File: src/hdl/ppt_pkg.sv
`timescale 1ns / 1ps
`default_nettype none
// ----------------------------------------------------------------------------
// ppt_pkg: shared types and constants of the pointer position tracker
// Event modes, key codes, register indexes, reset values and the
// command/status bundles between controller and datapath.
// ----------------------------------------------------------------------------
package ppt_pkg;

	localparam int MAX_SCREEN_DEF = 4096;

	localparam int SCR_W      = 13;  // screen size register width
	localparam int CODE_W     = 10;
	localparam int VAL_W      = 32;
	localparam int OUT_W      = 12;
	localparam int CFG_IDX_W  = 3;
	localparam int CFG_DATA_W = 32;

	localparam logic [SCR_W-1:0] DEF_WIDTH  = 13'd480;
	localparam logic [SCR_W-1:0] DEF_HEIGHT = 13'd320;

	localparam logic signed [VAL_W-1:0] CURSOR_X_RST = 32'sd240;
	localparam logic signed [VAL_W-1:0] CURSOR_Y_RST = 32'sd160;
	localparam logic signed [VAL_W-1:0] ABS_MIN_RST  = 32'sd0;
	localparam logic signed [VAL_W-1:0] ABS_MAX_RST  = 32'sd4095;

	localparam logic signed [VAL_W-1:0] INT_MAX = 32'sh7FFF_FFFF;
	localparam logic signed [VAL_W-1:0] INT_MIN = 32'sh8000_0000;

	localparam logic [CODE_W-1:0] CODE_AXIS_X    = 10'd0;
	localparam logic [CODE_W-1:0] CODE_AXIS_Y    = 10'd1;
	localparam logic [CODE_W-1:0] CODE_BTN_LEFT  = 10'd272;
	localparam logic [CODE_W-1:0] CODE_BTN_TOUCH = 10'd330;

	typedef enum logic [1:0] {
		MODE_REL  = 2'd0,
		MODE_ABS  = 2'd1,
		MODE_KEY  = 2'd2,
		MODE_POLL = 2'd3
	} mode_t;

	typedef enum logic [CFG_IDX_W-1:0] {
		CFG_SCREEN_WIDTH  = 3'd0,
		CFG_SCREEN_HEIGHT = 3'd1,
		CFG_ABS_X_MIN     = 3'd2,
		CFG_ABS_X_MAX     = 3'd3,
		CFG_ABS_Y_MIN     = 3'd4,
		CFG_ABS_Y_MAX     = 3'd5
	} cfg_idx_t;

	// controller -> datapath
	typedef struct packed {
		logic capture;    // latch the accepted request
		logic mark_evt;   // set activity flag
		logic rel_upd;    // relative delta add
		logic key_upd;    // button press check
		logic abs_prep;   // offset, span and size-1 of an absolute request
		logic abs_mul;    // offset magnitude times size-1
		logic div_start;  // launch divider
		logic abs_wr;     // saturate quotient into cursor
		logic poll;       // clamp, emit result, clear flags
	} dp_cmd_t;

	// datapath -> controller
	typedef struct packed {
		mode_t mode;
		logic  axis_ok;
		logic  out_free;
		logic  div_busy;
		logic  div_done;
	} dp_sts_t;

endpackage
`default_nettype wire

File: src/hdl/ppt_if.sv
`timescale 1ns / 1ps
`default_nettype none
// ----------------------------------------------------------------------------
// ppt_in_if / ppt_out_if: valid/ready channels of the tracker
// Event requests in, poll results out.
// ----------------------------------------------------------------------------
interface ppt_in_if;
	import ppt_pkg::*;

	logic                     valid;
	logic                     ready;
	logic [1:0]               mode;
	logic [CODE_W-1:0]        code;
	logic signed [VAL_W-1:0]  value;

	modport source (output valid, mode, code, value, input ready);
	modport sink   (input valid, mode, code, value, output ready);
endinterface

interface ppt_out_if;
	import ppt_pkg::*;

	logic              valid;
	logic              ready;
	logic [OUT_W-1:0]  pos_x_out;
	logic [OUT_W-1:0]  pos_y_out;
	logic              clicked;
	logic              activity;

	modport source (output valid, pos_x_out, pos_y_out, clicked, activity, input ready);
	modport sink   (input valid, pos_x_out, pos_y_out, clicked, activity, output ready);
endinterface
`default_nettype wire

File: src/hdl/ppt_div.sv
`timescale 1ns / 1ps
`default_nettype none
// ----------------------------------------------------------------------------
// ppt_div: restoring unsigned divider
// One quotient bit per cycle; done pulses once per division.
// ----------------------------------------------------------------------------
module ppt_div #(
	parameter int NUM_W = 46,
	parameter int DEN_W = 32
) (
	input  wire logic             clk,
	input  wire logic             arst_n,
	input  wire logic             start,
	input  wire logic [NUM_W-1:0] num,
	input  wire logic [DEN_W-1:0] den,
	output logic                  busy,
	output logic                  done,
	output logic      [NUM_W-1:0] quo
);
	localparam int CNT_W = $clog2(NUM_W + 1);

	logic [NUM_W-1:0] acc_q;  // numerator shifts out, quotient shifts in
	logic [DEN_W-1:0] rem_q;
	logic [DEN_W-1:0] den_q;
	logic [CNT_W-1:0] cnt_q;
	logic             busy_q;
	logic             done_q;

	logic [DEN_W:0]   trial;
	logic             fit;
	logic [DEN_W-1:0] rem_nxt;

	always_comb begin
		trial   = {rem_q, acc_q[NUM_W-1]};
		fit     = (trial >= {1'b0, den_q});
		rem_nxt = fit ? DEN_W'(trial - {1'b0, den_q}) : trial[DEN_W-1:0];
	end

	always_ff @(posedge clk or negedge arst_n) begin
		if (!arst_n) begin
			busy_q <= 1'b0;
			done_q <= 1'b0;
			cnt_q  <= '0;
		end else begin
			done_q <= 1'b0;
			if (start) begin
				busy_q <= 1'b1;
				cnt_q  <= CNT_W'(NUM_W);
			end else if (busy_q) begin
				cnt_q <= cnt_q - CNT_W'(1);
				if (cnt_q == CNT_W'(1)) begin
					busy_q <= 1'b0;
					done_q <= 1'b1;
				end
			end
		end
	end

	always_ff @(posedge clk) begin
		if (start) begin
			acc_q <= num;
			rem_q <= '0;
			den_q <= den;
		end else if (busy_q) begin
			acc_q <= {acc_q[NUM_W-2:0], fit};
			rem_q <= rem_nxt;
		end
	end

	assign busy = busy_q;
	assign done = done_q;
	assign quo  = acc_q;
endmodule
`default_nettype wire

File: src/hdl/ppt_ctrl.sv
`timescale 1ns / 1ps
`default_nettype none
// ----------------------------------------------------------------------------
// ppt_ctrl: request sequencer
// Takes one request at a time, decodes it and steps the datapath through
// the update, the scaling multiply/divide or the poll.
// ----------------------------------------------------------------------------
module ppt_ctrl (
	input  wire logic             clk,
	input  wire logic             arst_n,
	input  wire logic             in_valid,
	output logic                  in_ready,
	input  wire ppt_pkg::dp_sts_t sts,
	output ppt_pkg::dp_cmd_t      cmd
);
	import ppt_pkg::*;

	typedef enum logic [2:0] {
		ST_IDLE,
		ST_DECODE,
		ST_MUL,
		ST_DIV_START,
		ST_DIV_WAIT
	} state_t;

	state_t state_q;

	always_ff @(posedge clk or negedge arst_n) begin
		if (!arst_n) begin
			state_q <= ST_IDLE;
		end else begin
			case (state_q)
				ST_IDLE: begin
					if (in_valid) state_q <= ST_DECODE;
				end
				ST_DECODE: begin
					case (sts.mode)
						MODE_ABS:  state_q <= sts.axis_ok ? ST_MUL : ST_IDLE;
						MODE_POLL: state_q <= sts.out_free ? ST_IDLE : ST_DECODE;
						default:   state_q <= ST_IDLE;
					endcase
				end
				ST_MUL:       state_q <= ST_DIV_START;
				ST_DIV_START: state_q <= ST_DIV_WAIT;
				ST_DIV_WAIT: begin
					if (sts.div_done) state_q <= ST_IDLE;
				end
				default: state_q <= ST_IDLE;
			endcase
		end
	end

	always_comb begin
		cmd      = '0;
		in_ready = (state_q == ST_IDLE);
		case (state_q)
			ST_IDLE:   cmd.capture = in_valid;
			ST_DECODE: begin
				cmd.mark_evt = (sts.mode != MODE_POLL);
				case (sts.mode)
					MODE_REL:  cmd.rel_upd  = 1'b1;
					MODE_ABS:  cmd.abs_prep = sts.axis_ok;
					MODE_KEY:  cmd.key_upd  = 1'b1;
					MODE_POLL: cmd.poll     = sts.out_free;
					default:   cmd.rel_upd  = 1'b0;
				endcase
			end
			ST_MUL:       cmd.abs_mul   = 1'b1;
			ST_DIV_START: cmd.div_start = 1'b1;
			ST_DIV_WAIT:  cmd.abs_wr    = sts.div_done;
			default:      cmd           = '0;
		endcase
	end
endmodule
`default_nettype wire

File: src/hdl/ppt_dp.sv
`timescale 1ns / 1ps
`default_nettype none
// ----------------------------------------------------------------------------
// ppt_dp: tracker datapath
// Config registers, latched request, cursor and flags, the absolute
// scaling multiply and divider, and the result register.
// ----------------------------------------------------------------------------
module ppt_dp #(
	parameter int MAX_SCREEN = ppt_pkg::MAX_SCREEN_DEF
) (
	input  wire logic                               clk,
	input  wire logic                               arst_n,
	input  wire logic                               cfg_we,
	input  wire logic [ppt_pkg::CFG_IDX_W-1:0]      cfg_index,
	input  wire logic [ppt_pkg::CFG_DATA_W-1:0]     cfg_data,
	input  wire logic [1:0]                         in_mode,
	input  wire logic [ppt_pkg::CODE_W-1:0]         in_code,
	input  wire logic signed [ppt_pkg::VAL_W-1:0]   in_value,
	input  wire logic                               out_ready,
	output logic                                    out_valid,
	output logic [ppt_pkg::OUT_W-1:0]               pos_x_out,
	output logic [ppt_pkg::OUT_W-1:0]               pos_y_out,
	output logic                                    clicked,
	output logic                                    activity,
	input  wire ppt_pkg::dp_cmd_t                   cmd,
	output ppt_pkg::dp_sts_t                        sts
);
	import ppt_pkg::*;

	localparam int SZ_W  = ($clog2(MAX_SCREEN + 1) > SCR_W) ? $clog2(MAX_SCREEN + 1) : SCR_W;
	localparam int MAG_W = VAL_W + 1;
	localparam int NUM_W = MAG_W + SZ_W;

	function automatic logic [SZ_W-1:0] eff_size(input logic [SCR_W-1:0] r,
	                                             input logic [SCR_W-1:0] dflt);
		if (r < SCR_W'(2)) return SZ_W'(dflt);
		if (SZ_W'(r) > SZ_W'(MAX_SCREEN)) return SZ_W'(MAX_SCREEN);
		return SZ_W'(r);
	endfunction

	function automatic logic signed [VAL_W-1:0] sat_add(input logic signed [VAL_W-1:0] a,
	                                                    input logic signed [VAL_W-1:0] b);
		logic signed [VAL_W:0] s;
		s = {a[VAL_W-1], a} + {b[VAL_W-1], b};
		if (s[VAL_W] != s[VAL_W-1]) return s[VAL_W] ? INT_MIN : INT_MAX;
		return s[VAL_W-1:0];
	endfunction

	function automatic logic signed [VAL_W-1:0] clamp_pos(input logic signed [VAL_W-1:0] p,
	                                                      input logic [SZ_W-1:0] size);
		if (p[VAL_W-1]) return '0;
		if ($unsigned(p) >= VAL_W'(size)) return $signed(VAL_W'(size - SZ_W'(1)));
		return p;
	endfunction

	// config
	logic [SCR_W-1:0]        scr_w_q, scr_h_q;
	logic signed [VAL_W-1:0] x_min_q, x_max_q, y_min_q, y_max_q;

	// request and state
	logic [1:0]              mode_q;
	logic [CODE_W-1:0]       code_q;
	logic signed [VAL_W-1:0] value_q;
	logic signed [VAL_W-1:0] cursor_x_q, cursor_y_q;
	logic                    click_q, event_q;

	// scaling
	logic                    axis_q;   // 0 X, 1 Y
	logic                    neg_q;
	logic [MAG_W-1:0]        mag_q;
	logic [VAL_W-1:0]        span_q;
	logic [SZ_W-1:0]         sm1_q;
	logic [NUM_W-1:0]        prod_q;

	// result
	logic                    out_valid_q;
	logic [OUT_W-1:0]        pos_x_q, pos_y_q;
	logic                    clicked_q, activity_q;

	logic [SZ_W-1:0]         w_eff, h_eff, size_sel;
	logic signed [VAL_W-1:0] lo_sel, hi_sel;
	logic signed [MAG_W-1:0] diff;
	logic                    axis_sel;
	logic signed [VAL_W-1:0] clamp_x, clamp_y, abs_res;
	logic                    div_busy, div_done;
	logic [NUM_W-1:0]        quo;
	logic                    pos_ovf, neg_ovf;

	always_comb begin
		w_eff    = eff_size(scr_w_q, DEF_WIDTH);
		h_eff    = eff_size(scr_h_q, DEF_HEIGHT);
		axis_sel = (code_q == CODE_AXIS_Y);
		lo_sel   = axis_sel ? y_min_q : x_min_q;
		hi_sel   = axis_sel ? y_max_q : x_max_q;
		size_sel = axis_sel ? h_eff : w_eff;
		diff     = {value_q[VAL_W-1], value_q} - {lo_sel[VAL_W-1], lo_sel};
		clamp_x  = clamp_pos(cursor_x_q, w_eff);
		clamp_y  = clamp_pos(cursor_y_q, h_eff);
		pos_ovf  = |quo[NUM_W-1:VAL_W-1];
		neg_ovf  = (|quo[NUM_W-1:VAL_W]) || (quo[VAL_W-1] && |quo[VAL_W-2:0]);
		if (neg_q) abs_res = neg_ovf ? INT_MIN : -$signed(quo[VAL_W-1:0]);
		else       abs_res = pos_ovf ? INT_MAX : $signed(quo[VAL_W-1:0]);
	end

	ppt_div #(
		.NUM_W (NUM_W),
		.DEN_W (VAL_W)
	) u_div (
		.clk    (clk),
		.arst_n (arst_n),
		.start  (cmd.div_start),
		.num    (prod_q),
		.den    (span_q),
		.busy   (div_busy),
		.done   (div_done),
		.quo    (quo)
	);

	// control and state registers
	always_ff @(posedge clk or negedge arst_n) begin
		if (!arst_n) begin
			scr_w_q     <= DEF_WIDTH;
			scr_h_q     <= DEF_HEIGHT;
			x_min_q     <= ABS_MIN_RST;
			x_max_q     <= ABS_MAX_RST;
			y_min_q     <= ABS_MIN_RST;
			y_max_q     <= ABS_MAX_RST;
			cursor_x_q  <= CURSOR_X_RST;
			cursor_y_q  <= CURSOR_Y_RST;
			click_q     <= 1'b0;
			event_q     <= 1'b0;
			out_valid_q <= 1'b0;
		end else begin
			if (cfg_we) begin
				case (cfg_idx_t'(cfg_index))
					CFG_SCREEN_WIDTH:  scr_w_q <= cfg_data[SCR_W-1:0];
					CFG_SCREEN_HEIGHT: scr_h_q <= cfg_data[SCR_W-1:0];
					CFG_ABS_X_MIN:     x_min_q <= $signed(cfg_data[VAL_W-1:0]);
					CFG_ABS_X_MAX:     x_max_q <= $signed(cfg_data[VAL_W-1:0]);
					CFG_ABS_Y_MIN:     y_min_q <= $signed(cfg_data[VAL_W-1:0]);
					CFG_ABS_Y_MAX:     y_max_q <= $signed(cfg_data[VAL_W-1:0]);
					default:           scr_w_q <= scr_w_q;
				endcase
			end

			if (cmd.mark_evt) event_q <= 1'b1;

			if (cmd.rel_upd) begin
				if (code_q == CODE_AXIS_X) cursor_x_q <= sat_add(cursor_x_q, value_q);
				else if (code_q == CODE_AXIS_Y) cursor_y_q <= sat_add(cursor_y_q, value_q);
			end

			if (cmd.key_upd && (code_q == CODE_BTN_LEFT || code_q == CODE_BTN_TOUCH)
			    && value_q == 32'sd1)
				click_q <= 1'b1;

			if (cmd.abs_wr) begin
				if (axis_q) cursor_y_q <= abs_res;
				else        cursor_x_q <= abs_res;
			end

			// a new result replaces one taken in the same cycle
			if (cmd.poll) begin
				cursor_x_q  <= clamp_x;
				cursor_y_q  <= clamp_y;
				click_q     <= 1'b0;
				event_q     <= 1'b0;
				out_valid_q <= 1'b1;
			end else if (out_ready) begin
				out_valid_q <= 1'b0;
			end
		end
	end

	// payload registers
	always_ff @(posedge clk) begin
		if (cmd.capture) begin
			mode_q  <= in_mode;
			code_q  <= in_code;
			value_q <= in_value;
		end
		if (cmd.abs_prep) begin
			axis_q <= axis_sel;
			neg_q  <= diff[MAG_W-1];
			mag_q  <= diff[MAG_W-1] ? MAG_W'(-diff) : MAG_W'(diff);
			span_q <= (hi_sel > lo_sel) ? VAL_W'(hi_sel - lo_sel) : VAL_W'(1);
			sm1_q  <= size_sel - SZ_W'(1);
		end
		if (cmd.abs_mul)
			prod_q <= {{SZ_W{1'b0}}, mag_q} * {{MAG_W{1'b0}}, sm1_q};
		if (cmd.poll) begin
			pos_x_q    <= clamp_x[OUT_W-1:0];
			pos_y_q    <= clamp_y[OUT_W-1:0];
			clicked_q  <= click_q;
			activity_q <= event_q || click_q;
		end
	end

	always_comb begin
		sts.mode     = mode_t'(mode_q);
		sts.axis_ok  = (code_q == CODE_AXIS_X) || (code_q == CODE_AXIS_Y);
		sts.out_free = !out_valid_q || out_ready;
		sts.div_busy = div_busy;
		sts.div_done = div_done;
	end

	assign out_valid = out_valid_q;
	assign pos_x_out = pos_x_q;
	assign pos_y_out = pos_y_q;
	assign clicked   = clicked_q;
	assign activity  = activity_q;
endmodule
`default_nettype wire

File: src/hdl/pointer_position_tracker.sv
`timescale 1ns / 1ps
`default_nettype none
// ----------------------------------------------------------------------------
// pointer_position_tracker: pointer position from a merged input event stream
// Relative, absolute and key events move the cursor and set flags; an
// end-of-poll request clamps the cursor to the screen and returns one result.
// ----------------------------------------------------------------------------
// Requests are handled one at a time. A relative, key or unknown event is
// accepted and then decoded. An absolute X/Y event is scaled as
// (value-min)*(size-1)/(max-min) with truncation toward zero and 32-bit
// saturation; after decode it goes through a single registered 33 x SZ_W
// multiply and the restoring divider, which produces one quotient bit per
// cycle, and the saturated quotient is then written to the cursor. A poll
// is accepted and decoded, and emits its result from decode when the result
// register is free; if an earlier result is still held, the poll waits in
// decode until it is taken. Non-poll events are still accepted while a
// result waits. Config writes take effect at once and should be issued only
// with no request in flight. Screen sizes below 2 fall back to 480 x 320, and
// sizes above MAX_SCREEN are limited to it; the reported coordinates are the
// low 12 bits of the clamped position.
// ----------------------------------------------------------------------------
module pointer_position_tracker #(
	parameter int MAX_SCREEN = ppt_pkg::MAX_SCREEN_DEF
) (
	input  wire logic                           clk,
	input  wire logic                           arst_n,
	input  wire logic                           cfg_we,
	input  wire logic [ppt_pkg::CFG_IDX_W-1:0]  cfg_index,
	input  wire logic [ppt_pkg::CFG_DATA_W-1:0] cfg_data,
	ppt_in_if.sink                              in_ch,
	ppt_out_if.source                           out_ch
);
	import ppt_pkg::*;

	dp_cmd_t cmd;
	dp_sts_t sts;
	logic    in_ready;

	// sequencer: owns the input handshake
	ppt_ctrl u_ctrl (
		.clk      (clk),
		.arst_n   (arst_n),
		.in_valid (in_ch.valid),
		.in_ready (in_ready),
		.sts      (sts),
		.cmd      (cmd)
	);

	assign in_ch.ready = in_ready;

	// datapath: config, cursor, scaling arithmetic, result register
	ppt_dp #(
		.MAX_SCREEN (MAX_SCREEN)
	) u_dp (
		.clk       (clk),
		.arst_n    (arst_n),
		.cfg_we    (cfg_we),
		.cfg_index (cfg_index),
		.cfg_data  (cfg_data),
		.in_mode   (in_ch.mode),
		.in_code   (in_ch.code),
		.in_value  (in_ch.value),
		.out_ready (out_ch.ready),
		.out_valid (out_ch.valid),
		.pos_x_out (out_ch.pos_x_out),
		.pos_y_out (out_ch.pos_y_out),
		.clicked   (out_ch.clicked),
		.activity  (out_ch.activity),
		.cmd       (cmd),
		.sts       (sts)
	);

	// ------------------------------------------------------------------
	// checks
	// ------------------------------------------------------------------

	// at most one datapath action per cycle, apart from the mark_evt flag
	a_cmd_exclusive: assert property (@(posedge clk) disable iff (!arst_n)
		$onehot0({cmd.capture, cmd.rel_upd, cmd.key_upd, cmd.abs_prep,
		          cmd.abs_mul, cmd.div_start, cmd.abs_wr, cmd.poll}))
		else $error("more than one datapath command in a cycle");

	// a new request is never taken while the divider is working
	a_no_accept_in_div: assert property (@(posedge clk) disable iff (!arst_n)
		in_ready |-> !sts.div_busy)
		else $error("request accepted during a division");

	// a poll always leaves a result in the output register
	a_poll_result: assert property (@(posedge clk) disable iff (!arst_n)
		cmd.poll |=> out_ch.valid)
		else $error("poll issued but no result presented");

	// a click always counts as activity
	a_click_activity: assert property (@(posedge clk) disable iff (!arst_n)
		(out_ch.valid && out_ch.clicked) |-> out_ch.activity)
		else $error("clicked result without activity");

endmodule
`default_nettype wire
File: src/flat_wrapper.sv
// flat-port wrapper written by rule: the top's interface ports become plain ports
module pointer_position_tracker_flat import ppt_pkg::*;
#(
	parameter int MAX_SCREEN = ppt_pkg::MAX_SCREEN_DEF
)
  (clk, arst_n, cfg_we, cfg_index, cfg_data, in_ch_valid, in_ch_mode, in_ch_code, in_ch_value, in_ch_ready, out_ch_valid, out_ch_pos_x_out, out_ch_pos_y_out, out_ch_clicked, out_ch_activity, out_ch_ready);
  ppt_in_if in_ch_i ();
  ppt_out_if out_ch_i ();
  input  wire logic clk;
  input  wire logic arst_n;
  input  wire logic cfg_we;
  input  wire logic [ppt_pkg::CFG_IDX_W-1:0] cfg_index;
  input  wire logic [ppt_pkg::CFG_DATA_W-1:0] cfg_data;
  input wire logic [$bits(in_ch_i.valid)-1:0] in_ch_valid;
  input wire logic [$bits(in_ch_i.mode)-1:0] in_ch_mode;
  input wire logic [$bits(in_ch_i.code)-1:0] in_ch_code;
  input wire logic [$bits(in_ch_i.value)-1:0] in_ch_value;
  output wire logic [$bits(in_ch_i.ready)-1:0] in_ch_ready;
  output wire logic [$bits(out_ch_i.valid)-1:0] out_ch_valid;
  output wire logic [$bits(out_ch_i.pos_x_out)-1:0] out_ch_pos_x_out;
  output wire logic [$bits(out_ch_i.pos_y_out)-1:0] out_ch_pos_y_out;
  output wire logic [$bits(out_ch_i.clicked)-1:0] out_ch_clicked;
  output wire logic [$bits(out_ch_i.activity)-1:0] out_ch_activity;
  input wire logic [$bits(out_ch_i.ready)-1:0] out_ch_ready;
  assign in_ch_i.valid = in_ch_valid;
  assign in_ch_i.mode = in_ch_mode;
  assign in_ch_i.code = in_ch_code;
  assign in_ch_i.value = in_ch_value;
  assign in_ch_ready = in_ch_i.ready;
  assign out_ch_valid = out_ch_i.valid;
  assign out_ch_pos_x_out = out_ch_i.pos_x_out;
  assign out_ch_pos_y_out = out_ch_i.pos_y_out;
  assign out_ch_clicked = out_ch_i.clicked;
  assign out_ch_activity = out_ch_i.activity;
  assign out_ch_i.ready = out_ch_ready;
  pointer_position_tracker #(.MAX_SCREEN(MAX_SCREEN)) u_core (.clk(clk), .arst_n(arst_n), .cfg_we(cfg_we), .cfg_index(cfg_index), .cfg_data(cfg_data), .in_ch(in_ch_i), .out_ch(out_ch_i));
endmodule
File: config.mk
export PLATFORM = sky130hd
export DESIGN_NAME = pointer_position_tracker_flat
export DESIGN_NICKNAME = d
export VERILOG_FILES = /design/src/hdl/ppt_pkg.sv /design/src/hdl/ppt_if.sv /design/src/hdl/ppt_div.sv /design/src/hdl/ppt_ctrl.sv /design/src/hdl/ppt_dp.sv /design/src/hdl/pointer_position_tracker.sv /design/src/flat_wrapper.sv
export SDC_FILE = /design/constraint.sdc
export NUM_CORES = 2
export LEC_CHECK = 0
export ABC_CLOCK_PERIOD_IN_PS = 7800
export BUFFER_PORTS_ARGS = -buffer_cell sky130_fd_sc_hd__clkbuf_2
export CORE_MARGIN = 2
export CORE_UTILIZATION = 55
export DETAILED_ROUTE_END_ITERATION = 12
export GPL_ROUTABILITY_DRIVEN = 0
export PLACE_DENSITY_LB_ADDON = 0.3
export SLEW_MARGIN = 5
export SYNTH_ARGS = -nofsm -noshare
export SYNTH_HDL_FRONTEND = slang
export SYNTH_SLANG_ARGS = --single-unit
File: constraint.sdc
create_clock -name clk -period 7.8 [get_ports clk]
set_clock_uncertainty 0.05 [all_clocks]
set_input_delay 1.56 -clock clk [delete_from_list [all_inputs] [get_ports clk]]
set_output_delay 1.56 -clock clk [all_outputs]
set_load 0.02 [all_outputs]
==> impl_metrics.tcl <==
set metrics [dict create \
    arrival_ns 7.80 \
    relSlewSlack_pct 14.7 \
    drt_pass1_iterations 6 \
    clock-sinks 538 \
    die_h_um 295 \
    maxCapViolCount 0 \
    core_area_um2 83800 \
    cts_buffers 57 \
    cp_slowest_cell "edfxtp_1" \
    post-route-period-util_pct 95.8 \
    finalPower_w 0.0108 \
    fillCellCount 7110 \
    synth_area_per_cell_um2 9.48 \
    finalSetupViolCount 0 \
    synthArstFlopShare_pct 43.1 \
    yosysWarningCount 0 \
    slowest_delay_ns 1.07 \
    avgRoutedWirePerCell_um 21.1 \
    worst-path-stages 21 \
    drcViolationCount 0 \
    grt.overflow.total 0 \
    clkTransAtPathRegs_ns 0.07 \
    final_nets 5648 \
    syn-num-nets 5642 \
    ir_drop_uv 220 \
    yosys-top-cells-area "edfxtp_1 (18%), fa_1 (15%), dfrtp_1 (10%)" \
    hold_class "flop to flop" \
    fin_area_um2 50300 \
    crit_fanout 24 \
    synth_top_cell_area_share_pct 17.6 \
    die_w_um 295 \
    crit-reg2reg-launch "u_core.u_dp.sm1_q[4]" \
    tritoncts "done" \
    htreeDepth 2 \
    worstPathRequired_ns 8.13 \
    stdcell_count 6117 \
    cts_root_buffer "clkbuf_16" \
    area_growth_pct 7.65 \
    outcome "complete, no violations" \
    p_per_area_nw_per_um2 214 \
    critPathBufInv 4 \
    yosys.area.top_type "edfxtp_1" \
    r2r_slack_ns 0.33 \
    ys_seq_area_share_pct 31.5 \
    start_util_pct 55.7 \
    timing_worst_slew_pin_value_ns 1.26 \
    min_period_ns 7.47 \
    synth_edf_count 274 \
    grt_pass1_wl_mm 204 \
    finalSetupTns_ns 0 \
    cellLeakagePower_nw 22.6 \
    end_kind "flop" \
    io_buffers 111 \
    dpl.hpwl_mm 97.5 \
    synth_area_um2 46700 \
    regToRegEndpoint "u_core.u_dp.prod_q[38]" \
    rsz0062_at_grt "false" \
    cts_resized 0 \
    yosys-top-cells-count "nand2_1 (665), inv_1 (524), fa_1 (346), ha_1 (284), edfxtp_1 (274)" \
    drtIter0Drc 3905 \
    drv_slew 0 \
    timing.fmax_ghz 0.134 \
    antenna_found_initial 2 \
    synth-seq-cells 538 \
    worstRegToRegCells 21 \
    crit_type "flop to flop" \
    worstSetupEndpoint "u_core.u_dp.prod_q[38]" \
    grt_max_degree 131 \
    post_cts_buffers 0 \
    grt_pass1_vias 36088 \
    ys.flop_type "edfxtp_1" \
    vias_per_cell 6.05 \
    drt_wl_total_mm 129 \
    synth.most_common_cell "nand2_1" \
    dpl_cell_area_um2 48300 \
    crit_top_cell "fa_1" \
    track_usage_pct 29.9 \
    route.vias.total 36999 \
    place_inst 6009 \
    synth_cells 4928 \
    crit_start "u_core.u_dp.sm1_q[4]" \
    dieArea_um2 87300 \
    holdBufCountCts 0 \
    fp-row-count 106 \
    ant_nets 0 \
    clk_latency_ns 0.63 \
    final_hold_viol_count 0 \
    cp-start-kind "flop" \
    clock_path_buffers 3 \
    post_synth_num_cell_types 108 \
    num_io_pins 112 \
    crit_chain "nand2_1, fa_1, fa_1, inv_1, fa_1, fa_1, inv_1, fa_1, inv_1, ha_1, a21o_1, a21o_1, a21o_1, a21oi_1, a2bb2oi_1, a31oi_1, a2111oi_0, buf_4, o21ba_2, o21ai_1, xor2_1" \
    n_antenna_cell 0 \
    drive_gt1_share_pct 10.7 \
    cp_top_family "adder cells" \
]
power by group:
group	leakage, nW	switching (W)	total [W]	internal [W]
sequential	5.59	0.000311	0.00378	0.00347
clock	0.972	0.00124	0.00289	0.00164
combinational	16.0	0.00240	0.00408	0.00168
placed cells by master (no fill, tap or decap), types with 67 or more instances in the layout:
master	netlist	routed
a21o_1	139	139
a21oi_1	262	262
and2_1	211	209
clkbuf_2	0	110
dfrtp_1	196	196
edfxtp_1	274	274
fa_1	346	346
ha_1	284	284
inv_1	524	522
mux2_2	165	165
mux2i_1	73	73
nand2_1	665	665
nor2_1	255	254
nor3_1	68	67
o21ai_0	213	212
xnor2_1	123	123
xor2_1	81	81
layer usage:
layer | part of all wire [%] | global-route usage [%]
met2 | 43 | 45.2
met4 | 4.7 | 12.2
met5 | 0 | 0
met3 | 9.4 | 6.13
met1 | 43 | 42.1
logic make-up after synthesis:
logic type	after synthesis	synth area share, %
DFF	538	31.5
AOI/OAI and AO/OA	1022	14.5
adders and majority gates	632	22.5
and+or+nand+nor	1547	15.9
xor gates and xnor gates	206	3.89
buffers and inverters	743	6.13
muxes	240	5.59
through the flow:
stage                     utilization [%]  setup WS (ns)  hold slack [ns]
after floorplan                         -           1.71            0.350
after global placement               57.6          0.612            0.352
after detailed placement             57.6          0.549            0.355
after CTS                            60.0          0.521            0.367
after global routing                 60.0          0.199            0.375
final                                60.0          0.328            0.368
worst min-delay path by stage:
stage,start,endpoint,slack (ns),depth (start not counted)
after floorplan,u_core.u_dp.span_q[0],u_core.u_dp.u_div.den_q[0],0.35,0
after global placement,u_core.u_dp.span_q[10],u_core.u_dp.u_div.den_q[10],0.35,0
after detailed placement,u_core.u_dp.span_q[13],u_core.u_dp.u_div.den_q[13],0.35,0
after CTS,u_core.u_dp.span_q[13],u_core.u_dp.u_div.den_q[13],0.37,0
after global routing,u_core.u_dp.span_q[6],u_core.u_dp.u_div.den_q[6],0.38,0
final,u_core.u_dp.span_q[13],u_core.u_dp.u_div.den_q[13],0.37,0
cell type report:
class	instances	area (µm²)	area share (%)
clock buffer	71	1550	3.08
timing repair buffer	162	961	1.91
inverter	528	1980	3.94
tap	1134	1420	2.82
multi-input combinational	3647	29200	58.1
sequential	538	14700	29.3
clock inverter	37	462	0.918
state kept, by name (all words and copies together), names as in the netlist, 2 cells and up:
signal                   flops
u_core.u_ctrl.state_q        3
u_core.u_dp.code_q          10
u_core.u_dp.cursor_x_q      32
u_core.u_dp.cursor_y_q      32
u_core.u_dp.mag_q           33
u_core.u_dp.mode_q           2
u_core.u_dp.pos_x_out       12
u_core.u_dp.pos_y_out       12
u_core.u_dp.prod_q          46
u_core.u_dp.scr_h_q         13
u_core.u_dp.scr_w_q         13
u_core.u_dp.sm1_q           13
u_core.u_dp.span_q          32
u_core.u_dp.u_div.cnt_q      6
u_core.u_dp.u_div.den_q     32
u_core.u_dp.u_div.quo       46
u_core.u_dp.u_div.rem_q     32
u_core.u_dp.value_q         32
u_core.u_dp.x_max_q         32
u_core.u_dp.x_min_q         32
u_core.u_dp.y_max_q         32
u_core.u_dp.y_min_q         32
Note: power is estimated with default switching activity, not from simulation.
